### src/htnd_pkg.sv
`timescale 1ns / 1ps
// ----------------------------------------------------------------------------
// htnd_pkg
// Shared constants, types and digit/byte helpers for the hex token decoder.
// ----------------------------------------------------------------------------
package htnd_pkg;

  localparam int unsigned ACC_W   = 64;
  localparam int unsigned CNT_W   = 5;
  localparam int unsigned DIGIT_W = 4;

  localparam logic [CNT_W-1:0] CNT_SAT    = CNT_W'(17);
  localparam logic [CNT_W-1:0] DOUBLE_LEN = CNT_W'(16);

  localparam logic [7:0] CH_MINUS = 8'h2D;  // '-'
  localparam logic [7:0] CH_0     = 8'h30;  // '0'
  localparam logic [7:0] CH_9     = 8'h39;  // '9'
  localparam logic [7:0] CH_UA    = 8'h41;  // 'A'
  localparam logic [7:0] CH_UF    = 8'h46;  // 'F'
  localparam logic [7:0] CH_UG    = 8'h47;  // 'G'
  localparam logic [7:0] CH_UV    = 8'h56;  // 'V'
  localparam logic [7:0] CH_LA    = 8'h61;  // 'a'
  localparam logic [7:0] CH_LF    = 8'h66;  // 'f'
  localparam logic [7:0] CH_LG    = 8'h67;  // 'g'
  localparam logic [7:0] CH_LV    = 8'h76;  // 'v'
  localparam logic [7:0] HEX_A    = 8'h0A;

  localparam logic [2:0] REG_SWAP_ORDER = 3'h0;

  localparam logic KIND_INT  = 1'b0;
  localparam logic KIND_REAL = 1'b1;

  // decoded input item
  typedef struct packed {
    logic [DIGIT_W-1:0] digit;
    logic               kind;
    logic               last;
    logic               is_minus;
    logic               is_g;
  } char_t;

  function automatic logic [DIGIT_W-1:0] digit_of(input logic [7:0] c, input logic kind);
    logic [DIGIT_W-1:0] d;
    d = '0;
    if (kind == KIND_REAL) begin
      if (c inside {[CH_UG:CH_UV]}) d = DIGIT_W'(c - CH_UG);
      else if (c inside {[CH_LG:CH_LV]}) d = DIGIT_W'(c - CH_LG);
    end else begin
      if (c inside {[CH_0:CH_9]}) d = DIGIT_W'(c - CH_0);
      else if (c inside {[CH_UA:CH_UF]}) d = DIGIT_W'(c - CH_UA + HEX_A);
      else if (c inside {[CH_LA:CH_LF]}) d = DIGIT_W'(c - CH_LA + HEX_A);
    end
    return d;
  endfunction

  function automatic logic [63:0] rev8(input logic [63:0] v);
    logic [63:0] r;
    for (int i = 0; i < 8; i++) r[8*i +: 8] = v[8*(7-i) +: 8];
    return r;
  endfunction

  function automatic logic [31:0] rev4(input logic [31:0] v);
    logic [31:0] r;
    for (int i = 0; i < 4; i++) r[8*i +: 8] = v[8*(3-i) +: 8];
    return r;
  endfunction

endpackage

### src/hex_token_number_decoder_core.sv
`timescale 1ns / 1ps
// ----------------------------------------------------------------------------
// hex_token_number_decoder_core
// Decodes number tokens, one character per item, into 64-bit patterns.
// ----------------------------------------------------------------------------
// Usage:
//   Character items enter on char_valid/char_stall with char_code, kind and
//   last. Each character is decoded to a digit in the input register, shifted
//   into the 64-bit accumulator in the next stage, and on a last character
//   the result (integer, double or float pattern) is formed into the output
//   register and offered on res_valid/res_stall.
//   A result moves from the input register through the accumulator to the
//   output register. Throughput: one character per cycle; the three stages
//   advance together whenever the output register is empty or being taken.
//   When the receiver stalls with a result waiting, char_stall goes high and
//   the whole pipe holds; characters that produce no result still move only
//   with the pipe.
//   swap_order (APB register 0, byte address 0) byte-reverses real results;
//   write it only while the block is idle. prdata returns it.
//   Reset (rst, synchronous) empties the pipe, clears the accumulator and
//   token state, and sets swap_order to 0.
// ----------------------------------------------------------------------------
module hex_token_number_decoder_core (
  input  logic        clk,
  input  logic        rst,
  input  logic        char_valid,
  output logic        char_stall,
  input  logic [7:0]  char_code,
  input  logic        kind,
  input  logic        last,
  output logic        res_valid,
  input  logic        res_stall,
  output logic [63:0] result_value,
  output logic        is_single,
  output logic        status,
  input  logic        psel,
  input  logic        penable,
  input  logic        pwrite,
  input  logic [2:0]  paddr,
  input  logic [31:0] pwdata,
  output logic [31:0] prdata,
  output logic        pready
);
  import htnd_pkg::*;

  logic              advance;
  logic              swap_order;
  logic              v1;
  char_t             ch;
  logic              v2;
  logic              kind2;
  logic              last2;
  logic              tok_done;
  logic [ACC_W-1:0]  acc;
  logic [CNT_W-1:0]  cnt;
  logic              fminus;
  logic              fg;
  logic [ACC_W-1:0]  acc_base;
  logic [CNT_W-1:0]  cnt_base;
  logic [CNT_W-1:0]  cnt_next;
  logic [ACC_W-1:0]  res_next;
  logic              single_next;
  logic              status_next;

  assign advance    = !(res_valid && res_stall);
  assign char_stall = !advance;
  assign pready     = 1'b1;

  // config
  always_ff @(posedge clk) begin
    if (rst) begin
      swap_order <= 1'b0;
    end else if (psel && penable && pwrite && pready && paddr == REG_SWAP_ORDER) begin
      swap_order <= pwdata[0];
    end
  end

  always_comb begin
    prdata = '0;
    if (paddr == REG_SWAP_ORDER) prdata[0] = swap_order;
  end

  // stage 1: decode
  always_ff @(posedge clk) begin
    if (rst) begin
      v1 <= 1'b0;
    end else if (advance) begin
      v1 <= char_valid;
    end
  end

  always_ff @(posedge clk) begin
    if (advance && char_valid) begin
      ch.digit    <= digit_of(char_code, kind);
      ch.kind     <= kind;
      ch.last     <= last;
      ch.is_minus <= (char_code == CH_MINUS);
      ch.is_g     <= (char_code == CH_UG) || (char_code == CH_LG);
    end
  end

  // stage 2: accumulate; a finished token restarts from zero
  assign acc_base = tok_done ? '0 : acc;
  assign cnt_base = tok_done ? '0 : cnt;
  assign cnt_next = (cnt_base < CNT_SAT) ? cnt_base + CNT_W'(1) : cnt_base;

  always_ff @(posedge clk) begin
    if (rst) begin
      v2       <= 1'b0;
      tok_done <= 1'b0;
      acc      <= '0;
      cnt      <= '0;
      fminus   <= 1'b0;
      fg       <= 1'b0;
    end else if (advance) begin
      v2 <= v1;
      if (v1) begin
        acc      <= {acc_base[ACC_W-DIGIT_W-1:0], ch.digit};
        cnt      <= cnt_next;
        tok_done <= ch.last;
        if (cnt_base == '0) begin
          fminus <= ch.is_minus;
          fg     <= ch.is_g;
        end
      end
    end
  end

  always_ff @(posedge clk) begin
    if (advance && v1) begin
      kind2 <= ch.kind;
      last2 <= ch.last;
    end
  end

  // stage 3: result
  always_comb begin
    res_next    = acc;
    single_next = 1'b0;
    status_next = 1'b0;
    if (kind2 == KIND_INT) begin
      if (fminus) begin
        if (acc[ACC_W-1] && |acc[ACC_W-2:0]) status_next = 1'b1;
        else res_next = '0 - acc;
      end
    end else if (cnt == CNT_W'(1) && fg) begin
      res_next = '0;
    end else if (cnt == DOUBLE_LEN || fg) begin
      res_next = swap_order ? rev8(acc) : acc;
    end else begin
      res_next    = {32'b0, swap_order ? rev4(acc[31:0]) : acc[31:0]};
      single_next = 1'b1;
    end
  end

  always_ff @(posedge clk) begin
    if (rst) begin
      res_valid <= 1'b0;
    end else if (advance) begin
      res_valid <= v2 && last2;
    end
  end

  always_ff @(posedge clk) begin
    if (advance && v2 && last2) begin
      result_value <= res_next;
      is_single    <= single_next;
      status       <= status_next;
    end
  end

  // checks
  a_last_gives_result: assert property (@(posedge clk) disable iff (rst)
    (advance && v2 && last2) |=> res_valid)
    else $error("last item did not produce a result");

  a_no_result_without_last: assert property (@(posedge clk) disable iff (rst)
    (advance && !(v2 && last2)) |=> !res_valid)
    else $error("result without a last item");

  a_cnt_saturates: assert property (@(posedge clk) disable iff (rst)
    cnt <= CNT_SAT)
    else $error("char count beyond saturation");

  a_single_ok: assert property (@(posedge clk) disable iff (rst)
    res_valid |-> !(is_single && status))
    else $error("float result with overflow status");

  a_single_high_zero: assert property (@(posedge clk) disable iff (rst)
    (res_valid && is_single) |-> (result_value[63:32] == 32'b0))
    else $error("float result with nonzero high word");

endmodule
### config.mk
export PLATFORM = sky130hd
export DESIGN_NAME = hex_token_number_decoder_core
export DESIGN_NICKNAME = d
export VERILOG_FILES = /design/src/htnd_pkg.sv /design/src/hex_token_number_decoder_core.sv
export SDC_FILE = /design/constraint.sdc
export NUM_CORES = 1
export LEC_CHECK = 0
export ABC_AREA = 1
export BUFFER_PORTS_ARGS = -buffer_cell sky130_fd_sc_hd__buf_2
export CAP_MARGIN = 20
export CORE_MARGIN = 5
export CORE_UTILIZATION = 50
export DETAILED_ROUTE_END_ITERATION = 6
export GPL_TIMING_DRIVEN = 0
export PLACE_DENSITY = 0.73
export SLEW_MARGIN = 20
export SYNTH_ARGS = -nofsm -noshare
export SYNTH_HDL_FRONTEND = slang
export SYNTH_SLANG_ARGS = --single-unit
export TNS_END_PERCENT = 20
### constraint.sdc
create_clock -name clk -period 3.6 [get_ports clk]
set_clock_uncertainty 0.2 [all_clocks]
set_input_delay 0.18 -clock clk [delete_from_list [all_inputs] [get_ports clk]]
set_output_delay 0.18 -clock clk [all_outputs]
set_load 0.02 [all_outputs]
# Word level (Yosys, flattened, before mapping)

Index checks and enable logic that the tools add are counted.

Equal/unequal tests: 5
Reduce and logical (&&, ||, !) cells: 26
Shift operators: 0
Bitwise operators: 3
Add/sub/neg operators: 9
$lt $le $gt $ge: 11
Divide/modulo/power cells: 0
Mux-type cells: 19
$mul: 0

Operators with widths:

| cell                  | count |
|---|---|
| $mux 64               | 6 |
| $sub 1x64->64 const A | 1 |
| $reduce_or 63->1      | 1 |
| $mux 60               | 1 |
| $ge 8x7->1 const B    | 4 |
| $le 8x7->1 const B    | 4 |
| $mux 32               | 1 |
| $mux 4                | 6 |
| $eq 8x7->1 const B    | 2 |
| $logic_and 1x1->1     | 16 |
| $sub 4x1->4 const B   | 3 |
| $mux 5                | 2 |
| $add 4x4->4 const B   | 2 |
| $eq 8x6->1 const B    | 1 |
| $ge 8x6->1 const B    | 1 |
| $le 8x6->1 const B    | 1 |
| $sub 4x3->4 const B   | 2 |
| $add 5x1->5 const B   | 1 |
| $eq 5x1->1 const B    | 1 |
| $eq 5x5->1 const B    | 1 |
| $logic_not 5->1       | 1 |
| $lt 5x5->1 const B    | 1 |
| $reduce_or 2->1       | 2 |
| $logic_not 3->1       | 1 |
| 6 further kinds       | 11 |

Memory bits (writable): 0
Latch bits: 0
Bits in read-only memories: 0
Flip-flop bits (word level): 152
Output and inout bits: 101
Logic and storage cells: 92
Bits of input ports: 52
Memories: 0

# Depth between registers and ports, before layout

Gate-level depths: netlist (run 1).

Depth after elaboration: 6
Depth in mapped cells: 13
Depth with buffers taken out: 13

# Worst setup path after synthesis (run 1)

Ideal clock, no wire load.

Path type: register to register
Start point: register res_valid
End point: register is_single, enable pin
Slack: -506 ps
Clock period less this slack: 4106 ps
Library setup time: 491 ps
Data required time: 2909 ps
Cell stages (with the launch flop): 4
Arrival time: 3415 ps
Path buffers: 0
Path through: dfxtp_1 > nand2_1 > inv_1 > nor2_1

Word-level cells in the longest chain between the ends: 4

RTL lines:

| element                         | line                                 | source |
|---|---|---|
| from (decl)                     | hex_token_number_decoder_core.sv:31  | `output logic res_valid,` |
| from (signal assigned)          | hex_token_number_decoder_core.sv:160 | `res_valid <= v2 && last2;` |
| $logic_and 1x1->1               | hex_token_number_decoder_core.sv:65  | `assign advance = !(res_valid && res_stall);` |
| named net char_stall            | hex_token_number_decoder_core.sv:27  | `output logic char_stall,` |
| $logic_not 1->1                 | hex_token_number_decoder_core.sv:65  |  |
| $logic_and 1x1->1 (2 in series) | hex_token_number_decoder_core.sv:165 | `if (advance && v2 && last2) begin` |
| to (signal assigned)            | hex_token_number_decoder_core.sv:167 | `is_single <= single_next;` |
| to (decl)                       | hex_token_number_decoder_core.sv:34  | `output logic is_single,` |

The timed path passes the listed nets, and every way through them passes these cells.
A chain may end at the register's enable or synchronous reset.

# Worst setup path in the final report (run 1)

Start point: register acc[0]
End point: register result_value[50], data pin

Word-level cells in the longest chain between the ends: 5
Elaborated cells on any way between the ends: 6
Classes of those cells: add/sub (1); mux (3); reduce/logical (2)

RTL lines:

| element                                               | line                                 | source |
|---|---|---|
| from (decl)                                           | hex_token_number_decoder_core.sv:54  | `logic [ACC_W-1:0] acc;` |
| from (signal assigned)                                | hex_token_number_decoder_core.sv:118 | `acc <= {acc_base[ACC_W-DIGIT_W-1:0], ch.digit};` |
| branches (longest 2 deep; another with $sub 1x64->64) | --                                   |  |
| $mux 64 (*)                                           | hex_token_number_decoder_core.sv:143 | `if (acc[ACC_W-1] && \|acc[ACC_W-2:0]) status_next = 1'b1;` |
| $mux 64 (*)                                           | hex_token_number_decoder_core.sv:142 | `if (fminus) begin` |
| $mux 64 (*)                                           | hex_token_number_decoder_core.sv:141 | `if (kind2 == KIND_INT) begin` |
| named net res_next[50]                                | hex_token_number_decoder_core.sv:61  | `logic [ACC_W-1:0] res_next;` |
| to (signal assigned)                                  | hex_token_number_decoder_core.sv:166 | `result_value <= res_next;` |
| to (decl)                                             | hex_token_number_decoder_core.sv:33  | `output logic [63:0] result_value,` |

Mark *: on every way through the listed nets, which the timed path passes.

==> impl_metrics.env, run 1 <==
export IMPL_cap_violations=0
export IMPL_design_core_area_um2=19400
export IMPL_drt_total_wl_mm=42.37
export IMPL_rsz0062_at_grt="no"
export IMPL_synth_edff_count=76
export IMPL_fillers=1891
export IMPL_min_period_over_period_pct=92.32
export IMPL_fin_setup_tns_ns=0
export IMPL_power_density_nw_per_um2=442.0
export IMPL_place_congestion=1.115
export IMPL_yosysSeqAreaShare_pct=38.79
export IMPL_drt_pre_antenna_iters=6
export IMPL_dpl_hpwl_mm=32.52
export IMPL_synth_area_leader_cell="edfxtp_1"
export IMPL_nets=1626
export IMPL_min_period_ns=3.323
export IMPL_die_width_um=150.0
export IMPL_placed_area_um2=10740
export IMPL_cts_htree_levels=4
export IMPL_worstSetupPathType="flip-flop to flip-flop"
export IMPL_wl_per_cell_um=22.95
export IMPL_cts_tree="done"
export IMPL_vias=11233
export IMPL_grt_max_degree=31
export IMPL_grt_overflow=0
export IMPL_drc_errors=0
export IMPL_finalSetupViolations=0
export IMPL_clkLatencyLatePin_ns=0.45
export IMPL_grt_pass1_vias=10310
export IMPL_relSlewSlack_pct=32.43
export IMPL_status="finished, final reports clean"
export IMPL_row_count=51
export IMPL_postLayoutCellArea_um2=11490
export IMPL_synthCells=1413
export IMPL_final_max_slew_viol_count=0
export IMPL_syn_to_final_growth_pct=17.20
export IMPL_synth_avg_cell_area_um2=6.940
export IMPL_clk_pin_slew_ns=0.07
export IMPL_worstPathArrival_ns=3.28
export IMPL_io_buffers=88
export IMPL_synth_seq_cells=152
export IMPL_synthFlopType="edfxtp_1"
export IMPL_clkSinkCount=152
export IMPL_pre_cts_ws_ns=0.5201
export IMPL_min_path_type="primary input to flip-flop"
export IMPL_crit_path_end_kind="flip-flop"
export IMPL_hold_viol=0
export IMPL_first_iter_violations=1747
export IMPL_ys_warn_count=0
export IMPL_start_util_pct=50.55
export IMPL_cts_resized_gates=0
export IMPL_p_leak_uw=0.005005
export IMPL_crit_required_ns=3.56
export IMPL_grt_pass1_wl_mm=62.33
export IMPL_fin_util_pct=59.24
export IMPL_synth_top_area_share_pct=23.27
export IMPL_track_usage_pct=37.53
export IMPL_antenna_found_initial=0
export IMPL_synth_area_leaders="edfxtp_1 (23%), dfxtp_1 (16%), nand2_1 (12%)"
export IMPL_cts_path_max_buffers=2
export IMPL_worst_pin_slew_ns=1.014
export IMPL_die_h_um=150.0
export IMPL_ir_drop_v=0.0003413
export IMPL_cts_buffers=17
export IMPL_path_max_fanout=5
export IMPL_fmax_mhz=300.9
export IMPL_cts_root_buffer="clkbuf_16"
export IMPL_async_flop_share_pct=0
export IMPL_start_kind="flip-flop"
export IMPL_ant_nets=0
export IMPL_routed_via_density=6.085
export IMPL_yosysMostFrequentCell="nand2_1"
export IMPL_synth_common_cells="nand2_1 (317), nor2_1 (182), nand3_1 (145)"
export IMPL_yosysUniqueCellTypes=40
export IMPL_ioPinCount=153
export IMPL_timing_final_ws_setup_ns=0.2766
export IMPL_dieArea_um2=22510
export IMPL_synth_area_um2=9806
export IMPL_drive_gt1_share_pct=11.46
==> kinds of logic (layout without fill, tap and decap cells) <==
kind of cell,Yosys count,after routing,share of synthesized area (%)
adder cells (fa/ha/maj),7,7,0.8932
AO/OA/AOI/OAI,307,307,18.91
buffers and inverters,246,383,11.23
flip-flops,152,152,38.79
AND/OR/NAND/NOR,697,697,29.92
XOR/XNOR,2,2,0.1787
other,2,33,0.07659
==> sequential cells by signal, indices dropped and copies added (netlist names) <==
signal        flops
res_valid         1
v1                1
swap_order        1
kind2             1
fg                1
v2                1
acc              64
fminus            1
is_single         1
result_value     64
last2             1
cnt               5
tok_done          1
status            1
ch                8
==> critical path, stage by stage, from the launching register on <==
cell and delay, ns:
dfxtp_1 0.32, inv_1 0.16, ha_1 0.24, inv_1 0.08, nor2_1 0.41, nand3_1 0.17
nor2_1 0.68, nand3_1 0.32, nand3_1 0.17, nand2_1 0.06, nand3_1 0.06, nand2_1 0.16
==> repair_timing <==
action,4_1_cts,5_1_grt
hold buffers,15,0
hold endpoints to repair,10,0
buffers inserted,0,0
==> through the flow <==
step / power, uW / cells / hold slack [ns]
floorplan: 2768 / 1443 / 0.07887
global placement: 3152 / 1796 / 0.1575
detailed placement: 3155 / 1798 / 0.1587
CTS: 4997 / 1845 / 0.008065
global route: 5245 / 1845 / 0.02664
finish: 5079 / 1846 / 0.02140
==> worst paths after layout <==
| check | start | to | slack, ns | depth (start not counted) |
|---|---|---|---|---|
| worst max register to register | acc[0] | result_value[50] | 0.28 | 11 |
| worst min-delay path | rst | acc[18] | 0.02 | 2 |
| worst max-delay path | acc[0] | result_value[50] | 0.28 | 11 |
| worst min register to register | ch[3] | kind2 | 0.23 | 0 |
==> placed cells by master (no fill, tap or decap), types with 3 or more instances in the layout <==
| cell | instances |
|---|---|
| nand2_1 | 317 |
| nor2_1 | 181 |
| nand3_1 | 145 |
| inv_1 | 124 |
| a21oi_1 | 120 |
| buf_2 | 98 |
| dfxtp_1 | 76 |
| edfxtp_1 | 76 |
| a211oi_1 | 63 |
| clkbuf_1 | 61 |
| o211ai_1 | 45 |
| o21ai_0 | 40 |
| buf_4 | 38 |
| conb_1 | 32 |
| nand4_1 | 30 |
| o21ai_1 | 24 |
| clkbuf_16 | 18 |
| dlygate4sd3_1 | 15 |
| buf_1 | 9 |
| nor3_1 | 8 |
| ha_1 | 7 |
| o311ai_0 | 6 |
| nor2_2 | 4 |
| o31ai_1 | 3 |
| buf_6 | 3 |
==> cell type report <==
type	instances	area, um2	area share, %
antenna	1	2.502	0.02177
buffer	119	624.3	5.433
clock buffer	22	485.5	4.224
clock inverter	10	116.4	1.013
inverter	127	476.7	4.148
multi-input combinational	1045	5021	43.69
sequential	152	3804	33.10
tap	265	331.6	2.885
timing repair buffer	105	630.6	5.487
==> metal layers <==
layer / GRT usage, % / part of all wire [%] / wire length, um
met2: 56.23 / 42 / 18010
met4: 21.73 / 6.7 / 2849
met5: 0 / 0 / 0
met1: 49.76 / 38 / 16180
met3: 8.510 / 13 / 5327
==> report_power, final <==
group	switching (uW)	internal, uW
registers	96.8	1910
clock network	778	1100
logic	863	332
(Power assumes the default switching activity.)
==> run 2, diff against run 1 <==
--- a/config.mk
+++ b/config.mk
@@ -8,11 +8,13 @@
 export ABC_AREA = 1
 export BUFFER_PORTS_ARGS = -buffer_cell sky130_fd_sc_hd__buf_2
 export CAP_MARGIN = 20
+export CELL_PAD_IN_SITES_DETAIL_PLACEMENT = 1
+export CELL_PAD_IN_SITES_GLOBAL_PLACEMENT = 1
 export CORE_MARGIN = 5
-export CORE_UTILIZATION = 50
+export CORE_UTILIZATION = 37
 export DETAILED_ROUTE_END_ITERATION = 6
 export GPL_TIMING_DRIVEN = 0
-export PLACE_DENSITY = 0.73
+export PLACE_DENSITY = 0.76
 export SLEW_MARGIN = 20
 export SYNTH_ARGS = -nofsm -noshare
 export SYNTH_HDL_FRONTEND = slang
==> constraint.sdc (replaced) <==
create_clock -name clk -period 3.6 [get_ports clk]
set_clock_uncertainty 0.2 [all_clocks]
set_input_delay 0.18 -clock clk [delete_from_list [all_inputs] [get_ports clk]]
set_output_delay 0.18 -clock clk [all_outputs]
set_load 0.1 [all_outputs]
==> run 2 against run 1 <==
The run now ends with DRC left. Power up 2.4%. Die area rose by 33%. Critical path depth shrank 1. Sequential share of layout area fell by 0.12 points. Combinational power grew 19%. Clock power fell by 6%. First-iteration DRC count down 27%. Sequential power barely moved. Final area increased by 0.36%. Highest routed layer is now met5.
==> impl_metrics.env, run 2 (synthesized netlist as in run 1, its figures left out) <==
export IMPL_clkSinkCount=152
export IMPL_drt_total_wl_mm=48.17
export IMPL_status="complete, but fails checks"
export IMPL_drt_pre_antenna_iters=7
export IMPL_crit_required_ns=3.59
export IMPL_ant_nets=0
export IMPL_instances_no_fill=1915
export IMPL_p_sw_share_pct=39.69
export IMPL_layout_commonest_cell="nand2_1"
export IMPL_dpl_hpwl_mm=37.91
export IMPL_worst_pin_slew_ns=1.053
export IMPL_fmax_mhz=290.7
export IMPL_hold_viol=0
export IMPL_timing_final_ws_setup_ns=0.1597
export IMPL_routed_via_density=5.823
export IMPL_cts_htree_levels=4
export IMPL_place_congestion=1.022
export IMPL_p_comb_share_pct=27.6
export IMPL_cts_path_max_buffers=2
export IMPL_drive_gt1_share_pct=11.58
export IMPL_violations="DRC"
export IMPL_start_kind="flip-flop"
export IMPL_clkLatencyLatePin_ns=0.44
export IMPL_reg_top3="acc (64), result_value (64), ch (8)"
export IMPL_grt_pass1_vias=11170
export IMPL_dieArea_um2=29860
export IMPL_grt_max_degree=30
export IMPL_rsz0062_at_grt="no"
export IMPL_nets=1626
export IMPL_min_period_over_period_pct=95.56
export IMPL_pre_cts_ws_ns=0.3095
export IMPL_cts_tree="done"
export IMPL_finalSetupViolations=0
export IMPL_path_max_fanout=6
export IMPL_mostFrequentLayoutCells="nand2_1 (317), nor2_1 (181), nand3_1 (145)"
export IMPL_grt_overflow=0
export IMPL_worstPathArrival_ns=3.43
export IMPL_cts_root_buffer="clkbuf_16"
export IMPL_track_usage_pct=31.18
export IMPL_cts_resized_gates=0
export IMPL_postCtsSetupBuffers=0
export IMPL_clk_pin_slew_ns=0.07
export IMPL_first_iter_violations=1269
export IMPL_drc_errors=2
export IMPL_power_frac_clock_pct=33.8
export IMPL_row_count=59
export IMPL_worstSetupPathType="flip-flop to flip-flop"
export IMPL_cts_buffers=17
export IMPL_grt_pass1_wl_mm=71.50
export IMPL_switching_power_uw=2065
export IMPL_io_buffers=88
export IMPL_die_width_um=172.8
export IMPL_ioPinCount=153
export IMPL_final_max_slew_viol_count=0
export IMPL_power_frac_seq_pct=38.6
export IMPL_crit_path_end_kind="flip-flop"
export IMPL_antenna_found_initial=1
export IMPL_vias=11151
export IMPL_die_h_um=172.8
export IMPL_start_util_pct=37.63
export IMPL_min_path_type="primary input to flip-flop"
export IMPL_cap_violations=0
export IMPL_p_int_uw=3137
export IMPL_holdBufCountCts=15
export IMPL_design_core_area_um2=26060
export IMPL_p_leak_uw=0.004973
export IMPL_power_density_nw_per_um2=451.0
export IMPL_relSlewSlack_pct=29.03
export IMPL_ir_drop_v=0.0002788
export IMPL_syn_to_final_growth_pct=17.62
export IMPL_fin_setup_tns_ns=0
export IMPL_wl_per_cell_um=25.15
export IMPL_dp_cells=1868
export IMPL_min_period_ns=3.440
export IMPL_antenna_cells=0
## run 2: cell types whose count changed in the layout (fill, tap and decap cells not counted), moves of 2 or more
cell / before / now
bufinv_16: 2 / 0
clkbuf_1: 61 / 59
clkbuf_8: 2 / 0
clkinvlp_4: 1 / 4
inv_4: 2 / 0
inv_6: 1 / 5
inv_8: 0 / 2
## run 2: worst max-delay path, stage by stage, from the launching register on
cell	delay [ns]
dfxtp_1	0.38
inv_1	0.21
nand3_1	0.22
nor2_1	0.24
nand2_1	0.28
o21ai_0	0.91
nand3_1	0.38
nand2_1	0.15
nand2_1	0.06
nand3_1	0.08
nand2_1	0.08
## run 2: stage by stage
| stage | hold slack [ns] | utilization, % | area (um2) | total power (uW) |
|---|---|---|---|---|
| 2_1_floorplan | 0.07887 | - | 9932 | 2980 |
| 3_3_place_gp | 0.1579 | 41.41 | 10790 | 3395 |
| 3_5_place_dp | 0.1635 | 41.60 | 10840 | 3422 |
| 4_1_cts | 0.04422 | 44.26 | 11530 | 5165 |
| 5_1_grt | 0.07976 | 44.26 | 11530 | 5384 |
| 6_report | 0.04476 | 44.26 | 11530 | 5202 |
## run 2: power groups by stage
stage / clock network (uW) / registers [uW] / logic, uW
2_1_floorplan: 0 / 2120 / 865
3_3_place_gp: 0 / 2040 / 1350
3_5_place_dp: 0 / 2040 / 1380
4_1_cts: 1760 / 2000 / 1400
5_1_grt: 1840 / 2010 / 1520
6_report: 1760 / 2010 / 1430
## run 2: worst paths after layout
kind              cells after the start               end  slack [ns]    from
setup / recovery                     10  result_value[51]        0.16  acc[2]
hold / removal                        2            acc[2]        0.04     rst
setup reg to reg                     10  result_value[51]        0.16  acc[2]
hold reg to reg                       0             kind2        0.24   ch[3]
## run 2: area by class of cell
| class | instances | area (um2) |
|---|---|---|
| Inverter | 127 | 476.7 |
| Clock inverter | 15 | 118.9 |
| Tap cell | 335 | 419.2 |
| Clock buffer | 17 | 425.4 |
| Fill cell | 3353 | 14530 |
| Timing Repair Buffer | 105 | 638.1 |
| Sequential cell | 152 | 3804 |
| Multi-Input combinational cell | 1045 | 5027 |
| Buffer | 119 | 624.3 |
## run 2: layer usage
| layer | global-route usage [%] | part of all wire [%] | up-vias |
|---|---|---|---|
| li1 | - | - | 5061 |
| met1 | 41.64 | 42 | 5383 |
| met2 | 49.21 | 45 | 571 |
| met3 | 5.131 | 8.1 | 134 |
| met4 | 15.13 | 5.5 | 2 |
| met5 | 0 | 0.027 | - |
